$ cat src/sv/bounded_array_insert_delete_core_assert.svh
// assertion macros for the bounded array insert/delete core
`ifndef BOUNDED_ARRAY_INSERT_DELETE_CORE_ASSERT_SVH
`define BOUNDED_ARRAY_INSERT_DELETE_CORE_ASSERT_SVH
`ifndef SYNTH
// same-cycle implication, disabled during reset
`define BAI_ASSERT_IMP(label, clk, rst, ante, cons) \
  label: assert property (@(posedge clk) disable iff (rst) (ante) |-> (cons)) \
    else $error("bai assertion failed");
// next-cycle implication, disabled during reset
`define BAI_ASSERT_NXT(label, clk, rst, ante, cons) \
  label: assert property (@(posedge clk) disable iff (rst) (ante) |=> (cons)) \
    else $error("bai assertion failed");
`else
`define BAI_ASSERT_IMP(label, clk, rst, ante, cons)
`define BAI_ASSERT_NXT(label, clk, rst, ante, cons)
`endif
`endif

$ cat src/sv/bai_pkg.sv
// shared types and constants for the bounded array insert/delete core
package bai_pkg;

  localparam int REQ_W     = 3;
  localparam int VAL_W     = 32;
  localparam int POS_W     = 6;
  localparam int STAT_W    = 2;
  localparam int CNT_W     = 7;
  localparam int DEPTH_DEF = 64;
  localparam logic [CNT_W-1:0] CAP_RESET = 7'd64;

  // request codes
  typedef enum logic [REQ_W-1:0] {
    REQ_APPEND  = 3'd0,
    REQ_INSERT  = 3'd1,
    REQ_UPDATE  = 3'd2,
    REQ_DELETE  = 3'd3,
    REQ_FILL    = 3'd4,
    REQ_DISPLAY = 3'd5
  } req_code_t;

  // result status codes
  typedef enum logic [STAT_W-1:0] {
    STAT_DONE   = 2'd0,
    STAT_REJECT = 2'd1,
    STAT_EMPTY  = 2'd2
  } stat_t;

  // sequencer states
  typedef enum logic [2:0] {
    ST_IDLE,
    ST_SHIFT_RD,
    ST_SHIFT_WR,
    ST_FINAL,
    ST_FILL,
    ST_DISP_RD,
    ST_DISP_EMIT
  } state_t;

endpackage

$ cat src/sv/bai_if.sv
// request and result channel interfaces

interface bai_req_if import bai_pkg::*; ();
  logic                    valid;
  logic                    ready;
  logic [REQ_W-1:0]        req_type;
  logic signed [VAL_W-1:0] value;
  logic [POS_W-1:0]        position;

  modport source(output valid, req_type, value, position, input ready);
  modport sink(input valid, req_type, value, position, output ready);
endinterface

interface bai_res_if import bai_pkg::*; ();
  logic                    valid;
  logic                    ready;
  logic [STAT_W-1:0]       status;
  logic [POS_W-1:0]        slot;
  logic signed [VAL_W-1:0] element;
  logic [CNT_W-1:0]        count;
  logic                    last;

  modport source(output valid, status, slot, element, count, last, input ready);
  modport sink(input valid, status, slot, element, count, last, output ready);
endinterface

$ cat src/sv/bounded_array_insert_delete_core.sv
// Ordered array of signed 32-bit words with a count, kept in a single-port-write,
// registered-read memory and edited by a small sequencer that moves one word at
// a time. Append, update-at and any rejected request load their result on
// acceptance. Insert-at moves each word from the end down to the position up one
// slot, then writes the new word; delete-at moves each word above the position
// down one slot (none if the last element is removed). Fill writes every usable
// slot in turn; display streams the elements in order, reading each only once
// the result register is free. Each moved word is read in one state and written
// in the next. A new request is taken only when the previous one is finished and
// its result has left the output register. Capacity above DEPTH saturates at
// DEPTH; writing a capacity below the count cuts the count. The memory needs no
// clearing pass after reset: no request reads a slot at or above the count.
`include "bounded_array_insert_delete_core_assert.svh"

module bounded_array_insert_delete_core import bai_pkg::*; #(
  parameter int DEPTH = DEPTH_DEF
) (
  input  logic             clk,
  input  logic             rst,
  input  logic             cfg_we,
  input  logic [CNT_W-1:0] cfg_wdata,
  bai_req_if.sink          req,
  bai_res_if.source        res
);

  localparam int AW = (DEPTH > 1) ? $clog2(DEPTH) : 1;
  localparam logic [CNT_W-1:0] DEPTH_C = CNT_W'(DEPTH);

  state_t              state, state_next;
  logic [CNT_W-1:0]    held, held_next;
  logic [CNT_W-1:0]    cap_reg;
  logic [CNT_W-1:0]    ucap;
  logic [CNT_W-1:0]    wcap;
  logic [CNT_W-1:0]    idx, idx_next;
  logic [CNT_W-1:0]    nbr;
  req_code_t           op;
  logic [VAL_W-1:0]    val_q;
  logic [CNT_W-1:0]    pos_q;
  logic [CNT_W-1:0]    pos_in;
  logic                take;

  // result register
  logic                res_valid, res_valid_next;
  stat_t               res_status, res_status_next;
  logic [POS_W-1:0]    res_slot, res_slot_next;
  logic [VAL_W-1:0]    res_element, res_element_next;
  logic [CNT_W-1:0]    res_count, res_count_next;
  logic                res_last, res_last_next;

  // memory
  logic [VAL_W-1:0]    mem [DEPTH];
  logic                mem_we, mem_re;
  logic [AW-1:0]       mem_waddr, mem_raddr;
  logic [VAL_W-1:0]    mem_wdata, rdata;

  // emit helper
  logic                emit;
  stat_t               e_stat;
  logic [POS_W-1:0]    e_slot;
  logic [VAL_W-1:0]    e_elem;
  logic [CNT_W-1:0]    e_cnt;
  logic                e_last;

  assign ucap   = (cap_reg > DEPTH_C) ? DEPTH_C : cap_reg;
  assign wcap   = (cfg_wdata > DEPTH_C) ? DEPTH_C : cfg_wdata;
  assign pos_in = {1'b0, req.position};
  assign take   = req.valid && req.ready;

  // shared step unit: neighbor slot, down for insert, up for delete
  assign nbr = (op == REQ_INSERT) ? (idx - CNT_W'(1)) : (idx + CNT_W'(1));

  // sequencer next state and outputs
  always_comb begin
    state_next       = state;
    held_next        = held;
    idx_next         = idx;
    mem_we           = 1'b0;
    mem_waddr        = idx[AW-1:0];
    mem_wdata        = val_q;
    mem_re           = 1'b0;
    mem_raddr        = idx[AW-1:0];
    req.ready        = 1'b0;
    emit             = 1'b0;
    e_stat           = STAT_DONE;
    e_slot           = '0;
    e_elem           = '0;
    e_cnt            = held;
    e_last           = 1'b1;
    res_valid_next   = res_valid && !res.ready;
    res_status_next  = res_status;
    res_slot_next    = res_slot;
    res_element_next = res_element;
    res_count_next   = res_count;
    res_last_next    = res_last;

    unique case (state)
      ST_IDLE: begin
        req.ready = !res_valid;
        if (req.valid && !res_valid) begin
          case (req.req_type)
            REQ_APPEND: begin
              emit = 1'b1;
              if (held >= ucap) begin
                e_stat = STAT_REJECT;
              end else begin
                mem_we    = 1'b1;
                mem_waddr = held[AW-1:0];
                mem_wdata = req.value;
                held_next = held + CNT_W'(1);
                e_slot    = held[POS_W-1:0];
                e_cnt     = held + CNT_W'(1);
              end
            end
            REQ_INSERT: begin
              if (held >= ucap || pos_in > held) begin
                emit   = 1'b1;
                e_stat = STAT_REJECT;
              end else if (pos_in == held) begin
                emit      = 1'b1;
                mem_we    = 1'b1;
                mem_waddr = pos_in[AW-1:0];
                mem_wdata = req.value;
                held_next = held + CNT_W'(1);
                e_slot    = req.position;
                e_cnt     = held + CNT_W'(1);
              end else begin
                idx_next   = held;
                state_next = ST_SHIFT_RD;
              end
            end
            REQ_UPDATE: begin
              emit = 1'b1;
              if (pos_in >= ucap) begin
                e_stat = STAT_REJECT;
              end else begin
                mem_we    = 1'b1;
                mem_waddr = pos_in[AW-1:0];
                mem_wdata = req.value;
                e_slot    = req.position;
              end
            end
            REQ_DELETE: begin
              if (pos_in >= held) begin
                emit   = 1'b1;
                e_stat = STAT_REJECT;
              end else if (pos_in + CNT_W'(1) == held) begin
                emit      = 1'b1;
                held_next = held - CNT_W'(1);
                e_slot    = req.position;
                e_cnt     = held - CNT_W'(1);
              end else begin
                idx_next   = pos_in;
                state_next = ST_SHIFT_RD;
              end
            end
            REQ_FILL: begin
              if (ucap == '0) begin
                emit  = 1'b1;
                e_cnt = '0;
              end else begin
                idx_next   = '0;
                state_next = ST_FILL;
              end
            end
            REQ_DISPLAY: begin
              if (held == '0) begin
                emit   = 1'b1;
                e_stat = STAT_EMPTY;
                e_cnt  = '0;
              end else begin
                idx_next   = '0;
                state_next = ST_DISP_RD;
              end
            end
            default: begin
              emit   = 1'b1;
              e_stat = STAT_REJECT;
            end
          endcase
        end
      end
      // read the neighbor word
      ST_SHIFT_RD: begin
        mem_re     = 1'b1;
        mem_raddr  = nbr[AW-1:0];
        state_next = ST_SHIFT_WR;
      end
      // move it into the current slot
      ST_SHIFT_WR: begin
        mem_we    = 1'b1;
        mem_wdata = rdata;
        idx_next  = nbr;
        if (op == REQ_INSERT) begin
          state_next = (nbr == pos_q) ? ST_FINAL : ST_SHIFT_RD;
        end else begin
          state_next = (nbr + CNT_W'(1) == held) ? ST_FINAL : ST_SHIFT_RD;
        end
      end
      // finish insert or delete
      ST_FINAL: begin
        emit       = 1'b1;
        e_slot     = pos_q[POS_W-1:0];
        state_next = ST_IDLE;
        if (op == REQ_INSERT) begin
          mem_we    = 1'b1;
          mem_waddr = pos_q[AW-1:0];
          held_next = held + CNT_W'(1);
          e_cnt     = held + CNT_W'(1);
        end else begin
          held_next = held - CNT_W'(1);
          e_cnt     = held - CNT_W'(1);
        end
      end
      // one slot per cycle
      ST_FILL: begin
        mem_we   = 1'b1;
        idx_next = idx + CNT_W'(1);
        if (idx + CNT_W'(1) == ucap) begin
          held_next  = ucap;
          emit       = 1'b1;
          e_cnt      = ucap;
          state_next = ST_IDLE;
        end
      end
      // read next element once the result register frees up
      ST_DISP_RD: begin
        if (!res_valid || res.ready) begin
          mem_re     = 1'b1;
          state_next = ST_DISP_EMIT;
        end
      end
      ST_DISP_EMIT: begin
        emit   = 1'b1;
        e_slot = idx[POS_W-1:0];
        e_elem = rdata;
        e_last = (idx + CNT_W'(1) == held);
        if (idx + CNT_W'(1) == held) begin
          state_next = ST_IDLE;
        end else begin
          idx_next   = idx + CNT_W'(1);
          state_next = ST_DISP_RD;
        end
      end
      default: state_next = ST_IDLE;
    endcase

    if (emit) begin
      res_valid_next   = 1'b1;
      res_status_next  = e_stat;
      res_slot_next    = e_slot;
      res_element_next = e_elem;
      res_count_next   = e_cnt;
      res_last_next    = e_last;
    end
  end

  // control registers
  always_ff @(posedge clk) begin
    if (rst) begin
      state     <= ST_IDLE;
      held      <= '0;
      cap_reg   <= CAP_RESET;
      res_valid <= 1'b0;
    end else begin
      state     <= state_next;
      res_valid <= res_valid_next;
      if (cfg_we) begin
        cap_reg <= cfg_wdata;
        held    <= (held > wcap) ? wcap : held_next;
      end else begin
        held <= held_next;
      end
    end
  end

  // payload registers
  always_ff @(posedge clk) begin
    idx         <= idx_next;
    res_status  <= res_status_next;
    res_slot    <= res_slot_next;
    res_element <= res_element_next;
    res_count   <= res_count_next;
    res_last    <= res_last_next;
    if (take) begin
      op    <= req_code_t'(req.req_type);
      val_q <= req.value;
      pos_q <= pos_in;
    end
  end

  // element memory
  always_ff @(posedge clk) begin
    if (mem_we) begin
      mem[mem_waddr] <= mem_wdata;
    end
    if (mem_re) begin
      rdata <= mem[mem_raddr];
    end
  end

  assign res.valid   = res_valid;
  assign res.status  = res_status;
  assign res.slot    = res_slot;
  assign res.element = res_element;
  assign res.count   = res_count;
  assign res.last    = res_last;

  // checks
  `BAI_ASSERT_IMP(a_held_cap, clk, rst, 1'b1, held <= ucap)
  `BAI_ASSERT_IMP(a_fill_range, clk, rst, state == ST_FILL, idx < ucap)
  `BAI_ASSERT_IMP(a_shift_range, clk, rst, state == ST_SHIFT_RD || state == ST_SHIFT_WR, idx < DEPTH_C)
  `BAI_ASSERT_NXT(a_disp_free, clk, rst, state == ST_DISP_RD && mem_re, !res_valid)

endmodule

$ cat src/flat_wrapper.sv
// flat-port wrapper written by rule: the top's interface ports become plain ports
module bounded_array_insert_delete_core_flat import bai_pkg::*;
#(
  parameter int DEPTH = DEPTH_DEF
)
  (clk, rst, cfg_we, cfg_wdata, req_valid, req_req_type, req_value, req_position, req_ready, res_valid, res_status, res_slot, res_element, res_count, res_last, res_ready);
  bai_req_if req_i ();
  bai_res_if res_i ();
  input  logic clk;
  input  logic rst;
  input  logic cfg_we;
  input  logic [CNT_W-1:0] cfg_wdata;
  input wire logic [$bits(req_i.valid)-1:0] req_valid;
  input wire logic [$bits(req_i.req_type)-1:0] req_req_type;
  input wire logic [$bits(req_i.value)-1:0] req_value;
  input wire logic [$bits(req_i.position)-1:0] req_position;
  output wire logic [$bits(req_i.ready)-1:0] req_ready;
  output wire logic [$bits(res_i.valid)-1:0] res_valid;
  output wire logic [$bits(res_i.status)-1:0] res_status;
  output wire logic [$bits(res_i.slot)-1:0] res_slot;
  output wire logic [$bits(res_i.element)-1:0] res_element;
  output wire logic [$bits(res_i.count)-1:0] res_count;
  output wire logic [$bits(res_i.last)-1:0] res_last;
  input wire logic [$bits(res_i.ready)-1:0] res_ready;
  assign req_i.valid = req_valid;
  assign req_i.req_type = req_req_type;
  assign req_i.value = req_value;
  assign req_i.position = req_position;
  assign req_ready = req_i.ready;
  assign res_valid = res_i.valid;
  assign res_status = res_i.status;
  assign res_slot = res_i.slot;
  assign res_element = res_i.element;
  assign res_count = res_i.count;
  assign res_last = res_i.last;
  assign res_i.ready = res_ready;
  bounded_array_insert_delete_core #(.DEPTH(DEPTH)) u_core (.clk(clk), .rst(rst), .cfg_we(cfg_we), .cfg_wdata(cfg_wdata), .req(req_i), .res(res_i));
endmodule
$ cat config.mk
export PLATFORM = sky130hd
export DESIGN_NAME = bounded_array_insert_delete_core_flat
export DESIGN_NICKNAME = d
export VERILOG_FILES = /design/src/sv/bai_pkg.sv /design/src/sv/bai_if.sv /design/src/sv/bounded_array_insert_delete_core.sv /design/src/flat_wrapper.sv
export VERILOG_INCLUDE_DIRS = /design/src /design/src/sv
export SDC_FILE = /design/constraint.sdc
export NUM_CORES = 2
export LEC_CHECK = 0
export ABC_AREA = 1
export BUFFER_PORTS_ARGS = -buffer_cell sky130_fd_sc_hd__buf_2
export CAP_MARGIN = 40
export CORE_MARGIN = 10
export CORE_UTILIZATION = 40
export DETAILED_ROUTE_END_ITERATION = 7
export RECOVER_POWER = 50
export SLEW_MARGIN = 10
export SYNTH_ARGS = -nofsm -noshare
export SYNTH_HDL_FRONTEND = slang
export SYNTH_SLANG_ARGS = --single-unit
$ cat constraint.sdc
create_clock -name clk -period 5.5 [get_ports clk]
set_input_delay 0.275 -clock clk [delete_from_list [all_inputs] [get_ports clk]]
set_output_delay 0.275 -clock clk [all_outputs]
set_load 0.01 [all_outputs]
==> impl_metrics.csv <==
group,metric,value,unit
worst_setup_path,r2r_slack,0.65,ns
drt,viasPerCell,5.42,
worst_setup_path,path_class,"reg -> reg",
yosys,syn_avg_cell_area,11.6,um2
drt,drc_errors,0,
yosys,syn_area,95100,um2
global_route,grt_pass1_wl,404,mm
yosys,yosysUniqueCellTypes,49,
yosys,seq_area_frac_synth,69.1,%
floorplan,die-area,258000,um2
floorplan,ios,103,
sta,fin_skew,0.0573,ns
yosys,synth_common_cells,"2,176 x edfxtp_1, 1,846 x nand2_1, 1,173 x inv_1",
yosys,syn_nets,8304,
clock_tree,clk_path_buf_depth,3,
clock_tree,cts_buffers,217,
drt,ant_nets,0,
sta,hold_viol_final,0,
yosys,ys_seq_elements,2194,
worst_setup_path,critPathRequiredTime,5.98,ns
sta,totalNegativeSetupSlack,0,ns
clock_tree,clk_latency,0.87,ns
sta,setup-violations-final,0,
global_route,grt_pass1_vias,59000,
place,numPortBuffers,102,
clock_tree,cts_tree,"built",
final_layout,nets,8451,
global_route,antenna_found_initial,23,
min_path,hold_start,"req_value[29]",
run_status,violations,"max-capacitance violations, max-slew violations",
sta,fmax,206,MHz
floorplan,num_rows,178,
worst_setup_path,r2r_end,"u_core.rdata[0]",
worst_setup_path,critPathMaxFanout,50,
global_route,grt-ovfl-total,0,
floorplan,dieWidth,508,um
sta,relSlewSlack,-73.8,%
clock_tree,cts_sinks,2194,
final_layout,largest-register,"u_core.mem",
place,dpl.hpwl,171,mm
clock_tree,clock-root-buffer,"clkbuf_16",
worst_setup_path,start_kind,"flip-flop",
drt,wl_per_cell,23.7,um
yosys,synth_ff_type,"edfxtp_1",
global_route,track_usage,20.8,%
final_layout,drive_above_1_share,8.15,%
worst_setup_path,rr_worst_depth,13,
sta,final.min_clock_period,4.85,ns
sta,rsz0062_at_grt,"no",
final_layout,syn_to_final_growth,14.1,%
min_path,min_to,"u_core.val_q[29]",
yosys,yosys.area.top_type_share,68.7,%
yosys,synthArstFlopShare,0,%
floorplan,initial_utilization,40.3,%
yosys,yosysWarningCount,0,
drt,first_iter_violations,8093,
yosys,synth_most_common_cell,"edfxtp_1",
sta,finalMaxSlewViolations,66,
clock_tree,postCtsSetupRepairBufs,0,
worst_setup_path,r2r_start,"u_core.state[1]",
min_path,min_path_cells,2,
job,maxCapViolCount,2,
place,gp_congestion,0.896,
global_route,grt_max_degree,192,
drt,vias,63400,
drt,wl,277,mm
worst_setup_path,cp-end-kind,"flip-flop",
run_status,status,"complete, but fails checks",
yosys,yosysTopAreaCell,"edfxtp_1",
sta,post-route-period-util,88.2,%
sta,worst_pin_slew,2.61,ns
clock_tree,path_clk_slew,0.07,ns
yosys,synth_edf_count,2176,
floorplan,die_h,508,um
drt,first_pass_iters,8,
floorplan,core-area,236000,um2
yosys,synth_cells,8214,
worst_setup_path,arrival,5.33,ns
worst_setup_path,crit_start,"u_core.state[1]",
clock_tree,h-tree-depth,4,
final_layout,largest_reg_flops,2048,
yosys,netlist_top_cells_area,"edfxtp_1 69%, o211ai_1 9.0%, nand2_1 7.3%",
min_path,hold_class,"in -> reg",
==> per-layer routing <==
metal | share of wire (%) | global-route usage (%)
met5 | 0.033 | 0
met4 | 3.9 | 7.34
met3 | 9.1 | 3.74
met2 | 44 | 31.6
met1 | 43 | 30.1
==> logic make-up (layout without fill, tap and decap cells) <==
group                      after synthesis  count (layout)  synth area share (%)
and+or+nand+nor                       2352            2352                  9.85
adders and majority gates               37              37                 0.487
AOI/OAI and AO/OA                     1912            1912                  13.3
DFF                                   2194            2194                  69.1
buffers and inverters                 1699            2027                  7.10
xor gates and xnor gates                20              20                 0.192
other                                    0               4                     0
==> final cells by class <==
cell class,instances,area (um2)
fill,21000,127000
sequential,2194,65700
multi-input combinational,4321,23100
clock buffer,264,5650
inverter,1197,4510
timing repair buffer,430,4330
tap,3150,3940
clock inverter,136,1250
antenna,4,10.0
==> metrics by stage <==
stage	cell area [um2]	setup WS, ns	hold slack (ns)	util, %	cells
after floorplan	95100	0.430	0.344	-	8214
after global placement	101000	0.966	0.478	43.0	11200
after detailed placement	101000	1.09	0.472	43.0	11200
after CTS	109000	1.09	0.0663	46.2	11700
after global routing	109000	0.422	0.173	46.0	11700
final	109000	0.650	0.175	46.0	11700
==> worst max path at each step <==
stage	to	slack [ns]	cells past startpoint
global placement	u_core.mem[11][1]	0.97	20
finish	u_core.rdata[0]	0.65	13
global route	u_core.mem[5][27]	0.42	19
floorplan	u_core.res.count[0]	0.43	11
detailed placement	u_core.mem[11][2]	1.09	20
CTS	u_core.mem[48][19]	1.09	20
==> worst max-delay path: stages (launching register included) <==
cell      delay [ns]
dfxtp_1         0.41
inv_1           0.09
ha_1            0.22
nand2_1         0.74
xor2_4          0.33
buf_12          0.26
clkbuf_2        0.73
o21ai_0         0.17
o211ai_1        0.37
nand2_1         0.12
nand2_1         0.08
nand2_1         0.08
o211ai_1        0.52
nand2_1         0.33
==> cells in the final DEF (no fill, tap or decap), drive strengths merged, types with 2 or more instances in the layout <==
cell type	n
bufinv	20
nand4	11
inv	1200
nand3b	7
clkinvlp	2
a21oi	118
dfxtp	18
a22oi	39
xor2	17
nand2	1868
clkbuf	389
o211ai	1138
a31oi	2
o21ai	592
xnor2	3
edfxtp	2176
nand3	224
o22ai	12
ha	37
clkinv	111
buf	243
o2111ai	2
nor2	228
nor3	13
diode	4
o221ai	5
dlygate4sd3	62
==> repair_timing <==
item	4_1_cts	5_1_grt
hold buffers	62	0
resized for setup	0	0
endpoints found under the hold margin	59	0
Power is not shown: default switching activity piles up to over one toggle a cycle in this logic, so the estimate is an artifact.
